--- config.mk ---
export PLATFORM = sky130hd
export DESIGN_NAME = rc4_crc32_sealed_frame
export DESIGN_NICKNAME = d
export VERILOG_FILES = /design/src/hw/rtl/rcs_pkg.sv /design/src/hw/rtl/rcs_ram.sv /design/src/hw/rtl/rcs_crc.sv /design/src/hw/rtl/rc4_crc32_sealed_frame.sv
export SDC_FILE = /design/constraint.sdc
export NUM_CORES = 2
export LEC_CHECK = 0
export BUFFER_PORTS_ARGS = -buffer_cell sky130_fd_sc_hd__buf_2
export CORE_MARGIN = 2
export CORE_UTILIZATION = 34
export CTS_CLUSTER_DIAMETER = 120
export DETAILED_ROUTE_END_ITERATION = 8
export MAX_ROUTING_LAYER = met4
export PLACE_DENSITY = 0.48
export SLEW_MARGIN = 20
export SYNTH_ARGS = -nofsm -noshare
export SYNTH_HDL_FRONTEND = slang
export SYNTH_SLANG_ARGS = --single-unit
--- constraint.sdc ---
create_clock -name clock -period 12.1 [get_ports clock]
set_clock_uncertainty 0.05 [all_clocks]
set_input_delay 2.42 -clock clock [delete_from_list [all_inputs] [get_ports clock]]
set_output_delay 2.42 -clock clock [all_outputs]
set_load 0.01 [all_outputs]
--- src/hw/rtl/rcs_pkg.sv ---
`default_nettype none
package rcs_pkg;

   localparam int PermDepth    = 256;
   localparam int MaxKeyBytes  = 256;
   localparam int KeyLenWidth  = 9;

   localparam logic [1:0] KIND_KEY  = 2'd0;
   localparam logic [1:0] KIND_DATA = 2'd1;
   localparam logic [1:0] KIND_END  = 2'd2;

   localparam logic [2:0] STAT_PENDING  = 3'd0;
   localparam logic [2:0] STAT_OK       = 3'd1;
   localparam logic [2:0] STAT_MISMATCH = 3'd2;
   localparam logic [2:0] STAT_SHORT    = 3'd3;
   localparam logic [2:0] STAT_NO_KEY   = 3'd4;

   localparam logic [31:0] CRC_POLY = 32'hEDB88320;
   localparam logic [31:0] CRC_ONES = 32'hFFFFFFFF;

   typedef struct packed {
      logic       clear;
      logic       feed;
      logic [7:0] data;
   } crc_ctl_type;

endpackage
`default_nettype wire

--- src/hw/rtl/rcs_ram.sv ---
`default_nettype none
module rcs_ram #(
   parameter int WIDTH = 8,
   parameter int DEPTH = 256
) (
   input  wire logic                     clock,
   input  wire logic                     wr_en,
   input  wire logic [$clog2(DEPTH)-1:0] wr_addr,
   input  wire logic [WIDTH-1:0]         wr_data,
   input  wire logic [$clog2(DEPTH)-1:0] rd_addr,
   output logic      [WIDTH-1:0]         rd_data
);

   logic [WIDTH-1:0] mem [DEPTH];

   always_ff @(posedge clock) begin
      if (wr_en) begin
         mem[wr_addr] <= wr_data;
      end
      rd_data <= mem[rd_addr];
   end

endmodule
`default_nettype wire

--- src/hw/rtl/rcs_crc.sv ---
`default_nettype none
module rcs_crc (
   input  wire logic                 clock,
   input  wire logic                 reset,
   input  wire rcs_pkg::crc_ctl_type ctl,
   output logic [31:0]               crc_value
);

   logic [31:0] crc_ff;
   logic [31:0] crc_in;
   logic [31:0] step;

   always_comb begin
      step = crc_ff ^ {24'd0, ctl.data};
      for (int k = 0; k < 8; k++) begin
         step = step[0] ? (rcs_pkg::CRC_POLY ^ (step >> 1)) : (step >> 1);
      end
      crc_in = crc_ff;
      if (ctl.clear) begin
         crc_in = rcs_pkg::CRC_ONES;
      end else if (ctl.feed) begin
         crc_in = step;
      end
   end

   always_ff @(posedge clock) begin
      if (reset) begin
         crc_ff <= rcs_pkg::CRC_ONES;
      end else begin
         crc_ff <= crc_in;
      end
   end

   assign crc_value = crc_ff ^ rcs_pkg::CRC_ONES;

endmodule
`default_nettype wire

--- src/hw/rtl/rc4_crc32_sealed_frame.sv ---
`default_nettype none
// RC4 cipher with a CRC-32 seal, one byte item at a time. Key items are stored in a
// 256-byte key memory; the item with tlast set completes the key and starts the key
// schedule, which fills the permutation memory and then swaps through it, stepping
// through S_KS_RD, S_KS_J, S_KS_W1 and S_KS_W2 for each entry; no item is taken while
// it runs. The schedule runs again after a frame end or a mode write while a key is
// held. A data item passes through S_G_I, S_G_J, S_G_W1, S_G_W2, S_G_K, S_G_USE and
// S_EMIT: the keystream needs two dependent reads, two swap writes and one output read
// on the single port pair of the permutation memory, and S_EMIT loads the result once
// the output register is free. The block returns to S_IDLE before it takes the next
// item; a decrypting data item that only fills the hold gives no result.
// An encrypting frame end gives four CRC items. Only one item is in work at a time; a
// finished result sits in the output register while the next item is taken.
module rc4_crc32_sealed_frame (
   input  wire logic       clock,
   input  wire logic       reset,
   input  wire logic       req_tvalid,
   output logic            req_tready,
   input  wire logic [7:0] req_tdata,   // value[7:0]
   input  wire logic [1:0] req_tuser,   // kind[1:0]
   input  wire logic       req_tlast,   // key_last
   output logic            rsp_tvalid,
   input  wire logic       rsp_tready,
   output logic      [7:0] rsp_tdata,   // out_byte[7:0]
   output logic      [3:0] rsp_tuser,   // has_byte[0], status[3:1]
   output logic            rsp_tlast,   // end_mark
   input  wire logic       csr_wr_en,
   input  wire logic       csr_wr_data  // mode
);

   typedef enum logic [3:0] {
      S_IDLE, S_INIT, S_KS_RD, S_KS_J, S_KS_W1, S_KS_W2,
      S_G_I, S_G_J, S_G_W1, S_G_W2, S_G_K, S_G_USE, S_EMIT, S_RESTART
   } state_type;

   state_type state_ff, state_in, after_ff, after_in;
   logic       mode_ff, mode_in, keyed_ff, keyed_in, pend_ff, pend_in;
   logic [rcs_pkg::KeyLenWidth-1:0] len_ff, len_in;
   logic [7:0] n_ff, n_in, kidx_ff, kidx_in, i_ff, i_in, j_ff, j_in;
   logic [7:0] si_ff, si_in, sj_ff, sj_in, byte_ff, byte_in;
   logic       purp_ff, purp_in;
   logic [1:0] crck_ff, crck_in;
   logic [7:0] hold_ff [4];
   logic [7:0] hold_in [4];
   logic [2:0] hcnt_ff, hcnt_in;
   logic       rvalid_ff, rvalid_in, rhas_ff, rhas_in, rlast_ff, rlast_in;
   logic [7:0] rbyte_ff, rbyte_in;
   logic [2:0] rstat_ff, rstat_in;
   logic       qhas_ff, qhas_in, qlast_ff, qlast_in;
   logic [7:0] qbyte_ff, qbyte_in;
   logic [2:0] qstat_ff, qstat_in;

   logic       p_we, k_we;
   logic [7:0] p_waddr, p_wdata, p_raddr, p_rdata, k_waddr, k_wdata, k_raddr, k_rdata;
   rcs_pkg::crc_ctl_type crc_ctl;
   logic [31:0] crc_value;

   logic       out_free, req_acc;
   logic [rcs_pkg::KeyLenWidth-1:0] effl, lenc;
   logic [7:0] jn, x, crcb;
   logic [1:0] crck_next;

   rcs_ram #(.WIDTH(8), .DEPTH(rcs_pkg::PermDepth)) u_perm (
      .clock(clock), .wr_en(p_we), .wr_addr(p_waddr), .wr_data(p_wdata),
      .rd_addr(p_raddr), .rd_data(p_rdata)
   );

   rcs_ram #(.WIDTH(8), .DEPTH(rcs_pkg::MaxKeyBytes)) u_key (
      .clock(clock), .wr_en(k_we), .wr_addr(k_waddr), .wr_data(k_wdata),
      .rd_addr(k_raddr), .rd_data(k_rdata)
   );

   rcs_crc u_crc (.clock(clock), .reset(reset), .ctl(crc_ctl), .crc_value(crc_value));

   assign req_tready = (state_ff == S_IDLE) && !pend_ff;
   assign req_acc    = req_tvalid && req_tready;
   assign out_free   = !rvalid_ff || rsp_tready;
   assign lenc       = (len_ff == 9'd0) ? 9'd1 : len_ff;
   assign crck_next  = crck_ff + 2'd1;

   always_comb begin
      case (crck_next)
         2'd0:    crcb = crc_value[31:24];
         2'd1:    crcb = crc_value[23:16];
         2'd2:    crcb = crc_value[15:8];
         default: crcb = crc_value[7:0];
      endcase
   end

   always_comb begin
      state_in = state_ff;  after_in = after_ff;
      mode_in  = mode_ff;   keyed_in = keyed_ff;  pend_in = pend_ff;
      len_in   = len_ff;    n_in     = n_ff;      kidx_in = kidx_ff;
      i_in     = i_ff;      j_in     = j_ff;      si_in   = si_ff;   sj_in = sj_ff;
      byte_in  = byte_ff;   purp_in  = purp_ff;   crck_in = crck_ff;
      hold_in  = hold_ff;   hcnt_in  = hcnt_ff;
      rvalid_in = rvalid_ff; rhas_in = rhas_ff; rlast_in = rlast_ff;
      rbyte_in  = rbyte_ff;  rstat_in = rstat_ff;
      qhas_in = qhas_ff; qlast_in = qlast_ff; qbyte_in = qbyte_ff; qstat_in = qstat_ff;
      p_we = 1'b0; p_waddr = n_ff; p_wdata = n_ff; p_raddr = n_ff;
      k_we = 1'b0; k_waddr = 8'd0; k_wdata = req_tdata; k_raddr = kidx_ff;
      crc_ctl = '{clear: 1'b0, feed: 1'b0, data: byte_ff};
      effl = keyed_ff ? 9'd0 : len_ff;
      jn   = j_ff + p_rdata;
      x    = byte_ff ^ p_rdata;

      if (rvalid_ff && rsp_tready) begin
         rvalid_in = 1'b0;
      end

      case (state_ff)
         S_IDLE: begin
            if (pend_ff) begin
               pend_in = 1'b0;
               if (keyed_ff) begin
                  state_in = S_INIT;
                  n_in     = 8'd0;
               end
            end else if (req_acc) begin
               case (req_tuser)
                  rcs_pkg::KIND_KEY: begin
                     if (keyed_ff) begin
                        keyed_in = 1'b0;
                        crc_ctl.clear = 1'b1;
                        hcnt_in = 3'd0;
                     end
                     len_in = effl;
                     if (effl < 9'(rcs_pkg::MaxKeyBytes)) begin
                        k_we    = 1'b1;
                        k_waddr = effl[7:0];
                        len_in  = effl + 9'd1;
                     end
                     if (req_tlast) begin
                        keyed_in = 1'b1;
                        crc_ctl.clear = 1'b1;
                        hcnt_in  = 3'd0;
                        state_in = S_INIT;
                        n_in     = 8'd0;
                     end
                  end
                  rcs_pkg::KIND_DATA: begin
                     if (!keyed_ff) begin
                        qbyte_in = 8'd0; qhas_in = 1'b0; qlast_in = 1'b0;
                        qstat_in = rcs_pkg::STAT_NO_KEY;
                        state_in = S_EMIT; after_in = S_IDLE;
                     end else begin
                        byte_in  = req_tdata;
                        purp_in  = 1'b0;
                        state_in = S_G_I;
                     end
                  end
                  rcs_pkg::KIND_END: begin
                     if (!keyed_ff) begin
                        qbyte_in = 8'd0; qhas_in = 1'b0; qlast_in = 1'b1;
                        qstat_in = rcs_pkg::STAT_NO_KEY;
                        state_in = S_EMIT; after_in = S_IDLE;
                     end else if (!mode_ff) begin
                        crck_in  = 2'd0;
                        purp_in  = 1'b1;
                        byte_in  = crc_value[31:24];
                        state_in = S_G_I;
                     end else begin
                        qbyte_in = 8'd0; qhas_in = 1'b0; qlast_in = 1'b1;
                        if (hcnt_ff < 3'd4) begin
                           qstat_in = rcs_pkg::STAT_SHORT;
                        end else if ({hold_ff[0], hold_ff[1], hold_ff[2], hold_ff[3]}
                                     == crc_value) begin
                           qstat_in = rcs_pkg::STAT_OK;
                        end else begin
                           qstat_in = rcs_pkg::STAT_MISMATCH;
                        end
                        state_in = S_EMIT; after_in = S_RESTART;
                     end
                  end
                  default: begin
                  end
               endcase
            end
         end
         S_INIT: begin
            p_we    = 1'b1;
            n_in    = n_ff + 8'd1;
            if (n_ff == 8'hFF) begin
               state_in = S_KS_RD;
               j_in     = 8'd0;
               kidx_in  = 8'd0;
            end
         end
         S_KS_RD: begin
            state_in = S_KS_J;
         end
         S_KS_J: begin
            si_in    = p_rdata;
            j_in     = jn + k_rdata;
            p_raddr  = jn + k_rdata;
            state_in = S_KS_W1;
         end
         S_KS_W1: begin
            p_we     = 1'b1;
            p_wdata  = p_rdata;
            state_in = S_KS_W2;
         end
         S_KS_W2: begin
            p_we    = 1'b1;
            p_waddr = j_ff;
            p_wdata = si_ff;
            n_in    = n_ff + 8'd1;
            kidx_in = (({1'b0, kidx_ff} + 9'd1) == lenc) ? 8'd0 : kidx_ff + 8'd1;
            if (n_ff == 8'hFF) begin
               i_in = 8'd0; j_in = 8'd0;
               state_in = S_IDLE;
            end else begin
               state_in = S_KS_RD;
            end
         end
         S_G_I: begin
            i_in     = i_ff + 8'd1;
            p_raddr  = i_ff + 8'd1;
            state_in = S_G_J;
         end
         S_G_J: begin
            si_in    = p_rdata;
            j_in     = jn;
            p_raddr  = jn;
            state_in = S_G_W1;
         end
         S_G_W1: begin
            sj_in    = p_rdata;
            p_we     = 1'b1;
            p_waddr  = i_ff;
            p_wdata  = p_rdata;
            state_in = S_G_W2;
         end
         S_G_W2: begin
            p_we     = 1'b1;
            p_waddr  = j_ff;
            p_wdata  = si_ff;
            state_in = S_G_K;
         end
         S_G_K: begin
            p_raddr  = si_ff + sj_ff;
            state_in = S_G_USE;
         end
         S_G_USE: begin
            if (purp_ff) begin
               qbyte_in = x; qhas_in = 1'b1;
               qlast_in = (crck_ff == 2'd3);
               qstat_in = (crck_ff == 2'd3) ? rcs_pkg::STAT_OK : rcs_pkg::STAT_PENDING;
               after_in = (crck_ff == 2'd3) ? S_RESTART : S_G_I;
               crck_in  = crck_next;
               byte_in  = crcb;
               state_in = S_EMIT;
            end else if (!mode_ff) begin
               crc_ctl.feed = 1'b1;
               qbyte_in = x; qhas_in = 1'b1; qlast_in = 1'b0;
               qstat_in = rcs_pkg::STAT_PENDING;
               state_in = S_EMIT; after_in = S_IDLE;
            end else if (hcnt_ff < 3'd4) begin
               hold_in[hcnt_ff[1:0]] = x;
               hcnt_in  = hcnt_ff + 3'd1;
               state_in = S_IDLE;
            end else begin
               // release the oldest held byte, shift the rest down
               crc_ctl.feed = 1'b1;
               crc_ctl.data = hold_ff[0];
               qbyte_in = hold_ff[0]; qhas_in = 1'b1; qlast_in = 1'b0;
               qstat_in = rcs_pkg::STAT_PENDING;
               hold_in[0] = hold_ff[1];
               hold_in[1] = hold_ff[2];
               hold_in[2] = hold_ff[3];
               hold_in[3] = x;
               state_in = S_EMIT; after_in = S_IDLE;
            end
         end
         S_EMIT: begin
            if (out_free) begin
               rvalid_in = 1'b1;
               rbyte_in  = qbyte_ff; rhas_in = qhas_ff;
               rlast_in  = qlast_ff; rstat_in = qstat_ff;
               state_in  = after_ff;
            end
         end
         S_RESTART: begin
            crc_ctl.clear = 1'b1;
            hcnt_in = 3'd0;
            if (keyed_ff) begin
               state_in = S_INIT;
               n_in     = 8'd0;
            end else begin
               state_in = S_IDLE;
            end
         end
         default: begin
            state_in = S_IDLE;
         end
      endcase

      if (csr_wr_en) begin
         mode_in = csr_wr_data;
         crc_ctl.clear = 1'b1;
         hcnt_in = 3'd0;
         pend_in = keyed_ff;
      end
   end

   always_ff @(posedge clock) begin
      if (reset) begin
         state_ff  <= S_IDLE;
         after_ff  <= S_IDLE;
         mode_ff   <= 1'b0;
         keyed_ff  <= 1'b0;
         pend_ff   <= 1'b0;
         len_ff    <= 9'd0;
         hcnt_ff   <= 3'd0;
         i_ff      <= 8'd0;
         j_ff      <= 8'd0;
         rvalid_ff <= 1'b0;
      end else begin
         state_ff  <= state_in;
         after_ff  <= after_in;
         mode_ff   <= mode_in;
         keyed_ff  <= keyed_in;
         pend_ff   <= pend_in;
         len_ff    <= len_in;
         hcnt_ff   <= hcnt_in;
         i_ff      <= i_in;
         j_ff      <= j_in;
         rvalid_ff <= rvalid_in;
      end
      n_ff     <= n_in;
      kidx_ff  <= kidx_in;
      si_ff    <= si_in;
      sj_ff    <= sj_in;
      byte_ff  <= byte_in;
      purp_ff  <= purp_in;
      crck_ff  <= crck_in;
      hold_ff  <= hold_in;
      rbyte_ff <= rbyte_in;
      rhas_ff  <= rhas_in;
      rlast_ff <= rlast_in;
      rstat_ff <= rstat_in;
      qbyte_ff <= qbyte_in;
      qhas_ff  <= qhas_in;
      qlast_ff <= qlast_in;
      qstat_ff <= qstat_in;
   end

   assign rsp_tvalid = rvalid_ff;
   assign rsp_tdata  = rbyte_ff;
   assign rsp_tuser  = {rstat_ff, rhas_ff};
   assign rsp_tlast  = rlast_ff;

`ifndef ASSERT_OFF
   a_hold_range: assert property (@(posedge clock) disable iff (reset)
      hcnt_ff <= 3'd4) else $error("hold count out of range");

   a_no_byte_zero: assert property (@(posedge clock) disable iff (reset)
      rvalid_ff && !rhas_ff |-> rbyte_ff == 8'd0) else $error("stray byte on empty result");

   a_end_status: assert property (@(posedge clock) disable iff (reset)
      rvalid_ff && rlast_ff |-> rstat_ff != rcs_pkg::STAT_PENDING)
      else $error("frame end without status");

   a_key_drop: assert property (@(posedge clock) disable iff (reset)
      $fell(keyed_ff) |-> $past(req_acc && req_tuser == rcs_pkg::KIND_KEY))
      else $error("key lost without key item");
`endif

endmodule
`default_nettype wire
# Yosys cells after proc, flatten, opt, wreduce, memory -nomap -nowiden
# Memories as Yosys holds them, arrays and structs flattened. A register that Yosys moved wholly into a read port is not among the register bits.
# Index checks and enable logic that the tools add are counted.
# W data, S select, Z words.
[totals]
reg_bits = 173
ram_bits = 4096
output_inout_bits = 15
n_memories = 2
[classes]
add_sub_neg = 10
order_cmp = 4
n_eq_ne = 52
muxes = 160
bitwise = 14
reduce_logical = 39
[mem_list]
columns = ["name", "depth", "width", "read_ports", "rd_clocked_by_memory_dff", "wr", "line", "source"]
rows = [
  ["u_key.mem", 256, 8, 1, 1, 1, "rcs_ram.sv:14", "logic [WIDTH-1:0] mem [DEPTH];"],
  ["u_perm.mem", 256, 8, 1, 1, 1, "rcs_ram.sv:14", ""],
]
[op_table]
columns = ["op", "count"]
rows = [
  ["$mux W32", 9],
  ["$mux W8", 28],
  ["$pmux W8 S2", 8],
  ["$not A13 Y14", 8],
  ["$mux W4", 21],
  ["$pmux W8 S3", 3],
  ["$pmux W4 S14", 1],
  ["$mux W9", 6],
  ["$mux W3", 16],
  ["$mux W1", 43],
  ["$bwmux W32", 1],
  ["$eq A32 B32 Y1", 1],
  ["$not A32 Y32", 1],
  ["$pmux W8 S4", 1],
  ["$xor A32 B8 Y32", 1],
  ["$ne A2 B2 Y1 const B", 14],
  ["$add A8 B1 Y8 const B", 3],
  ["$add A8 B8 Y8", 3],
  ["$eq A4 B4 Y1 const B", 6],
  ["$ne A3 B3 Y1 const B", 8],
  ["$reduce_and A7 Y1", 3],
  ["$mux W2", 9],
  ["$demux W8 S2", 1],
  ["$eq A4 B3 Y1 const B", 4],
  ["43 further kinds", 80],
]

# Longest topological paths before layout
[depth]
depth_word = 22
ltp_mapped = 20
ltp_nobuf = 18

# Hierarchy
# A second synthesis with hierarchy kept.
[unflattened]
hier_cells = 8633
area_unflattened_um2 = 170066.9
[by_module_without_submodules]
columns = ["module", "instances", "cells_per_inst", "area_per_inst_um2", "seq_area_each_um2"]
rows = [
  ["rcs_ram", 2, 3733, 79556.3, 61659.1],
  ["rc4_crc32_sealed_frame", 1, 954, 8983.6, 3813.7],
  ["rcs_crc", 1, 213, 1970.6, 640.6],
]

# Least setup slack after synthesis
# No wires, ideal clock.
[synth_timing]
path_type = "reg2reg"
start = "register state_ff[2]"
end = "memory u_perm.mem[0][5] (data pin)"
arrival_time_ps = 8247
slack_ps = 2224
stages_incl_launch_ff = 8
path_buffers = 3
cell_sequence = "dfxtp_1 -> buf_4 -> buf_4 -> xnor2_1 -> nor2_1 -> clkbuf_1 -> nor2_1 -> a21oi_1"
[synth_between]
elab_chain_cells = 3
word_cells_on_any_way = 7
cone_classes = "eq/ne (4); mux (1); reduce/logical (2)"
[synth_lines]
columns = ["element", "line", "source"]
rows = [
  ["start: declaration", "rc4_crc32_sealed_frame.sv:36", "state_type state_ff, state_in, after_ff, after_in;"],
  ["start signal: assignment", "rc4_crc32_sealed_frame.sv:319", "state_ff <= state_in;"],
  ["$eq A4 B3 Y1 / $eq A4 B4 Y1 (equally long branches)", "rc4_crc32_sealed_frame.sv:111", "case (state_ff)"],
  ["$reduce_or A2 Y1 (no source line)", "--", ""],
  ["$pmux W8 S2 (*)", "rc4_crc32_sealed_frame.sv:111", ""],
  ["net p_wdata[5]", "rc4_crc32_sealed_frame.sv:54", "logic [7:0] p_waddr, p_wdata, p_raddr, p_rdata, k_waddr, k_wdata, k_raddr, k_rdata;"],
  ["end: declaration", "rcs_ram.sv:14", ""],
]
# The timed path passes the listed nets; every way through them passes the cells marked *.

# Final worst setup path
[layout_timing]
start = "register u_perm.rd_data[1], read port of u_perm.mem"
end = "register u_perm.rd_data[2], read port of u_perm.mem"
[layout_between]
elab_chain_cells = 3
[layout_lines]
columns = ["element", "line", "source"]
rows = [
  ["start: declaration", "rcs_ram.sv:11", "output logic [WIDTH-1:0] rd_data"],
  ["$add A8 B8 Y8 (*)", "rc4_crc32_sealed_frame.sv:104", "jn = j_ff + p_rdata;"],
  ["$add A8 B8 Y8", "rc4_crc32_sealed_frame.sv:195", "p_raddr = jn + k_rdata;"],
  ["$pmux W8 S4 (*)", "rc4_crc32_sealed_frame.sv:111", ""],
]
# Every way passes the cells marked *; elsewhere a longest branch is shown, timed or not.
# A chain may end at the register's enable or synchronous reset.

==> metrics.log <==
INFO  metric outcome = completed
INFO  metric slew_violations = 0
INFO  metric yosysWarnings = 0
INFO  metric crit_type = reg2reg
INFO  metric worst_pin_slew = 1.441 ns
INFO  metric post-cts-setup-buffers = 0
INFO  metric synth.yosys.seq_area_share = 0.7393
INFO  metric ctsHtreeMaxLevel = 5
INFO  metric grt_antenna_before_repair = 24
INFO  metric final_nets = 11154
INFO  metric multi_input_area = 41660 µm²
INFO  metric dominantRegCellSynth = sky130_fd_sc_hd__edfxtp_1
INFO  metric chipHeight = 717.0 µm
INFO  metric hold-worst-slack = 0.3854 ns
INFO  metric die_w = 717.0 µm
INFO  metric maxUsedRoutingLayer = met4
INFO  metric route.final.wire_length = 534.9 mm
INFO  metric synth_area = 172800 µm²
INFO  metric clock_buffers_created_by_tritoncts = 450
INFO  metric critical_path_peak_fanout = 43
INFO  metric global_route.usage.total = 0.2090
INFO  metric dr_wl_met2 = 250.7 mm
INFO  metric critical_path.startpoint_type = register
INFO  metric yosys_register_bits = 4284
INFO  metric synth_cell_type_count = 88
INFO  metric syn2layout_area_growth = 13.06%
INFO  metric fp.dieArea = 514100 µm²
INFO  metric slew_headroom = 0.03956
INFO  metric postSynthAreaPerCell = 15.53 µm²
INFO  metric clk-insertion-delay-late = 1.04 ns
INFO  metric port_buffers = 31
INFO  metric drtPass1Iterations = 8
INFO  metric cts-hold-fix-buffers = 0
INFO  metric via_count = 101131
INFO  metric floorplan.io_pins = 32
INFO  metric setup_tns = 0 ns
INFO  metric detail_route.wirelength.met1 = 231.3 mm
INFO  metric ff2ff_setup_slack = 4.95 ns
INFO  metric synthArstFlopShare = 0
INFO  metric critical_path.top_delay_family = compound AO/OA/AOI/OAI gates
INFO  metric globalplace.congestion = 0.8583
INFO  metric post-route-cell-area = 195400 µm²
INFO  metric drt_iter0_drc = 11428
INFO  metric synthCells = 11132
INFO  metric route.detailed.drc = 0
INFO  metric overflow = 0
INFO  metric crit_path_end_kind = register
INFO  metric path_cells = ha_1, a21o_1, a21oi_1, xnor2_1, ha_1, a211oi_1, nor4_4, nor4_4, buf_4, buf_4, buf_4, and2_2, nand3_1, a31oi_1, a21oi_1, a2111oi_1, o31a_1
INFO  metric r2r_end = u_perm.rd_data[2]$_DFF_P_
INFO  metric grt_start_max_net_pins = 181
INFO  metric r2r_cells = 17
INFO  metric layout_worst_path_cycle_share = 0.5906
INFO  metric post_drt_via_cell_ratio = 5.559
INFO  metric drive_gt1_frac = 0.1340
INFO  metric min_delay_worst_endpoint = rsp_tdata[7]$_DFFE_PP_
INFO  metric startpoint_of_the_lowest_slack_hold_path = qbyte_ff[7]$_SDFFCE_PN0P_
INFO  metric core = 505800 µm²
INFO  metric fillerInstances = 46325
INFO  metric synth_enable_flop_cells = 4197
INFO  metric setup_viol = 0
INFO  metric synth_fp_nets = 11192
INFO  metric grt_setup_unrepaired = false
INFO  metric critical_path_buf_inv_count = 3
INFO  metric clkSlewWorstSetupHoldPaths = 0.06 ns
INFO  metric worst_ep_required_time = 12.88 ns
INFO  metric achievable-frequency = 0.1399 GHz
INFO  metric first_global_vias = 98355
INFO  metric hpwl = 321.3 mm
INFO  metric grt_first_pass_wirelength = 760.0 mm
INFO  metric cp_slowest_cell = sky130_fd_sc_hd__a2111oi_1
INFO  metric cts_tree = done
INFO  metric max_cap_violations = 0
INFO  metric p_total = 40.36 mW
INFO  metric cts-root-to-sink-buffers = 4
INFO  metric placed_inst_area = 180300 µm²
INFO  metric power_per_cell_area = 206.5 nW/µm²
INFO  metric post_cts_resized = 0
INFO  metric core.rowCount = 261
INFO  metric final_cell_mix = 4197 x sky130_fd_sc_hd__edfxtp_1, 1978 x sky130_fd_sc_hd__nand2_1, 693 x sky130_fd_sc_hd__nand3_1
INFO  metric most_common_cell_after_layout_fill_and_taps_aside = sky130_fd_sc_hd__edfxtp_1
INFO  metric cts.root.buffer_cell = sky130_fd_sc_hd__clkbuf_16
INFO  metric layout_min_cycle_time = 7.147 ns
INFO  metric whs_path_depth = 0
INFO  metric final-hold-violation-count = 0
INFO  metric route.antenna.remaining_nets = 0
INFO  metric vdd_drop_max = 0.0002252 V
INFO  metric crit_path_max_incr_delay = 1.08 ns
INFO  metric cpMostUsedCell = sky130_fd_sc_hd__buf_4
INFO  metric hold_class = reg2reg
INFO  metric power.static_leakage = 63.17 nW
INFO  metric wl_met3 = 36.19 mm
INFO  metric launching_point_of_the_worst_reg2reg_path = u_perm.rd_data[1]$_DFF_P_
INFO  metric numClockSinks = 4284
INFO  metric critical_path_arrival = 7.93 ns
INFO  metric wl_per_cell = 29.40 µm
INFO  metric start_util = 0.3417
INFO  metric sequential_cell_area = 127800 µm²
==> worst reg2reg max path, stage by stage, from the launching register on <==
cell	delay, ns
sky130_fd_sc_hd__dfxtp_1	0.50
sky130_fd_sc_hd__ha_1	0.32
sky130_fd_sc_hd__a21o_1	0.19
sky130_fd_sc_hd__a21oi_1	0.30
sky130_fd_sc_hd__xnor2_1	0.17
sky130_fd_sc_hd__ha_1	0.29
sky130_fd_sc_hd__a211oi_1	0.35
sky130_fd_sc_hd__nor4_4	0.10
sky130_fd_sc_hd__nor4_4	0.64
sky130_fd_sc_hd__buf_4	0.34
sky130_fd_sc_hd__buf_4	0.49
sky130_fd_sc_hd__buf_4	0.66
sky130_fd_sc_hd__and2_2	0.30
sky130_fd_sc_hd__nand3_1	0.07
sky130_fd_sc_hd__a31oi_1	0.63
sky130_fd_sc_hd__a21oi_1	0.09
sky130_fd_sc_hd__a2111oi_1	1.08
sky130_fd_sc_hd__o31a_1	0.44
==> flip-flops by register name (all words and copies together) (netlist names), 9 cells and up <==
name	count
u_key.mem	2048
len_ff	9
u_perm.mem	2048
u_crc.crc_ff	32
hold_ff	32
==> final cells by class <==
cell class                      instances  share of cell area
Multi-Input combinational cell       6051              0.2132
Timing Repair Buffer                  269             0.01227
Tap cell                             6706             0.04294
Clock inverter                        307             0.01701
Antenna cell                           11           0.0001409
Clock buffer                          526             0.05985
Sequential cell                      4284              0.6539
Inverter                               38           0.0007619
==> cell families (layout without fill, tap and decap cells) <==
kind of cell,Yosys count,after routing,synth area share
compound gates,1376,1376,0.05636
xor+xnor,145,145,0.007608
fa+ha+maj,43,43,0.003243
buf+inv,797,1140,0.02227
flops,4284,4284,0.7393
mux,782,782,0.08061
other cells,0,11,0
simple gates,3705,3705,0.09065
==> metrics by stage <==
step	std cells	worst slack, ns	utilization
floorplan	11132	2.224	-
global placement	17347	4.519	0.3565
detailed placement	17348	5.196	0.3565
CTS	18181	5.130	0.3862
global route	18186	4.996	0.3863
finish	18192	4.953	0.3863
==> worst max-delay path by stage <==
stage	cells past startpoint	to	slack, ns	start
final	17	u_perm.rd_data[2]$_DFF_P_	4.95	u_perm.rd_data[1]$_DFF_P_
after global routing	16	u_perm.rd_data[0]$_DFF_P_	5.00	u_perm.rd_data[1]$_DFF_P_
after CTS	16	u_perm.rd_data[0]$_DFF_P_	5.13	u_perm.rd_data[1]$_DFF_P_
after detailed placement	16	u_perm.rd_data[0]$_DFF_P_	5.20	u_perm.rd_data[1]$_DFF_P_
after global placement	16	u_perm.rd_data[2]$_DFF_P_	4.52	u_perm.rd_data[1]$_DFF_P_
after floorplan	7	u_perm.mem[0][5]$_DFFE_PP_	2.22	state_ff[2]$_SDFFE_PP0P_
==> power by group <==
part / switching (mW) / internal [mW]
clock network: 5.91 / 8.25
registers: 0.122 / 17.7
logic: 6.42 / 1.93
==> routing by layer <==
layer / GRT usage / vias to the layer above
li1: - / 43220
met1: 0.2881 / 53038
met2: 0.3262 / 4109
met3: 0.02865 / 764
met4: 0.05683 / 0
met5: - / -
==> synthesized netlist by cell type, types with 43 or more instances <==
cell type | count | area (µm²)
sky130_fd_sc_hd__xor2_1 | 62 | 543.0
sky130_fd_sc_hd__mux4_2 | 488 | 10990
sky130_fd_sc_hd__o221ai_1 | 129 | 1130
sky130_fd_sc_hd__nand3_1 | 708 | 3543
sky130_fd_sc_hd__buf_2 | 317 | 1587
sky130_fd_sc_hd__o21ai_0 | 99 | 495.5
sky130_fd_sc_hd__and3_1 | 127 | 794.5
sky130_fd_sc_hd__buf_1 | 50 | 187.7
sky130_fd_sc_hd__nand2_1 | 1987 | 7458
sky130_fd_sc_hd__xnor2_1 | 77 | 674.4
sky130_fd_sc_hd__a311oi_1 | 118 | 1033
sky130_fd_sc_hd__a21oi_1 | 177 | 885.9
sky130_fd_sc_hd__edfxtp_1 | 4197 | 126000
sky130_fd_sc_hd__nor2_1 | 666 | 2500
sky130_fd_sc_hd__a31oi_1 | 391 | 2446
sky130_fd_sc_hd__nor3_1 | 72 | 360.4
sky130_fd_sc_hd__clkbuf_1 | 287 | 1077
sky130_fd_sc_hd__mux2i_1 | 294 | 2943
sky130_fd_sc_hd__dfxtp_1 | 87 | 1742
sky130_fd_sc_hd__a221oi_1 | 105 | 919.6
sky130_fd_sc_hd__buf_4 | 87 | 653.1
sky130_fd_sc_hd__o22ai_1 | 77 | 481.7
sky130_fd_sc_hd__a22oi_1 | 43 | 322.8
No activity file was read; power rests on OpenSTA's default activity.
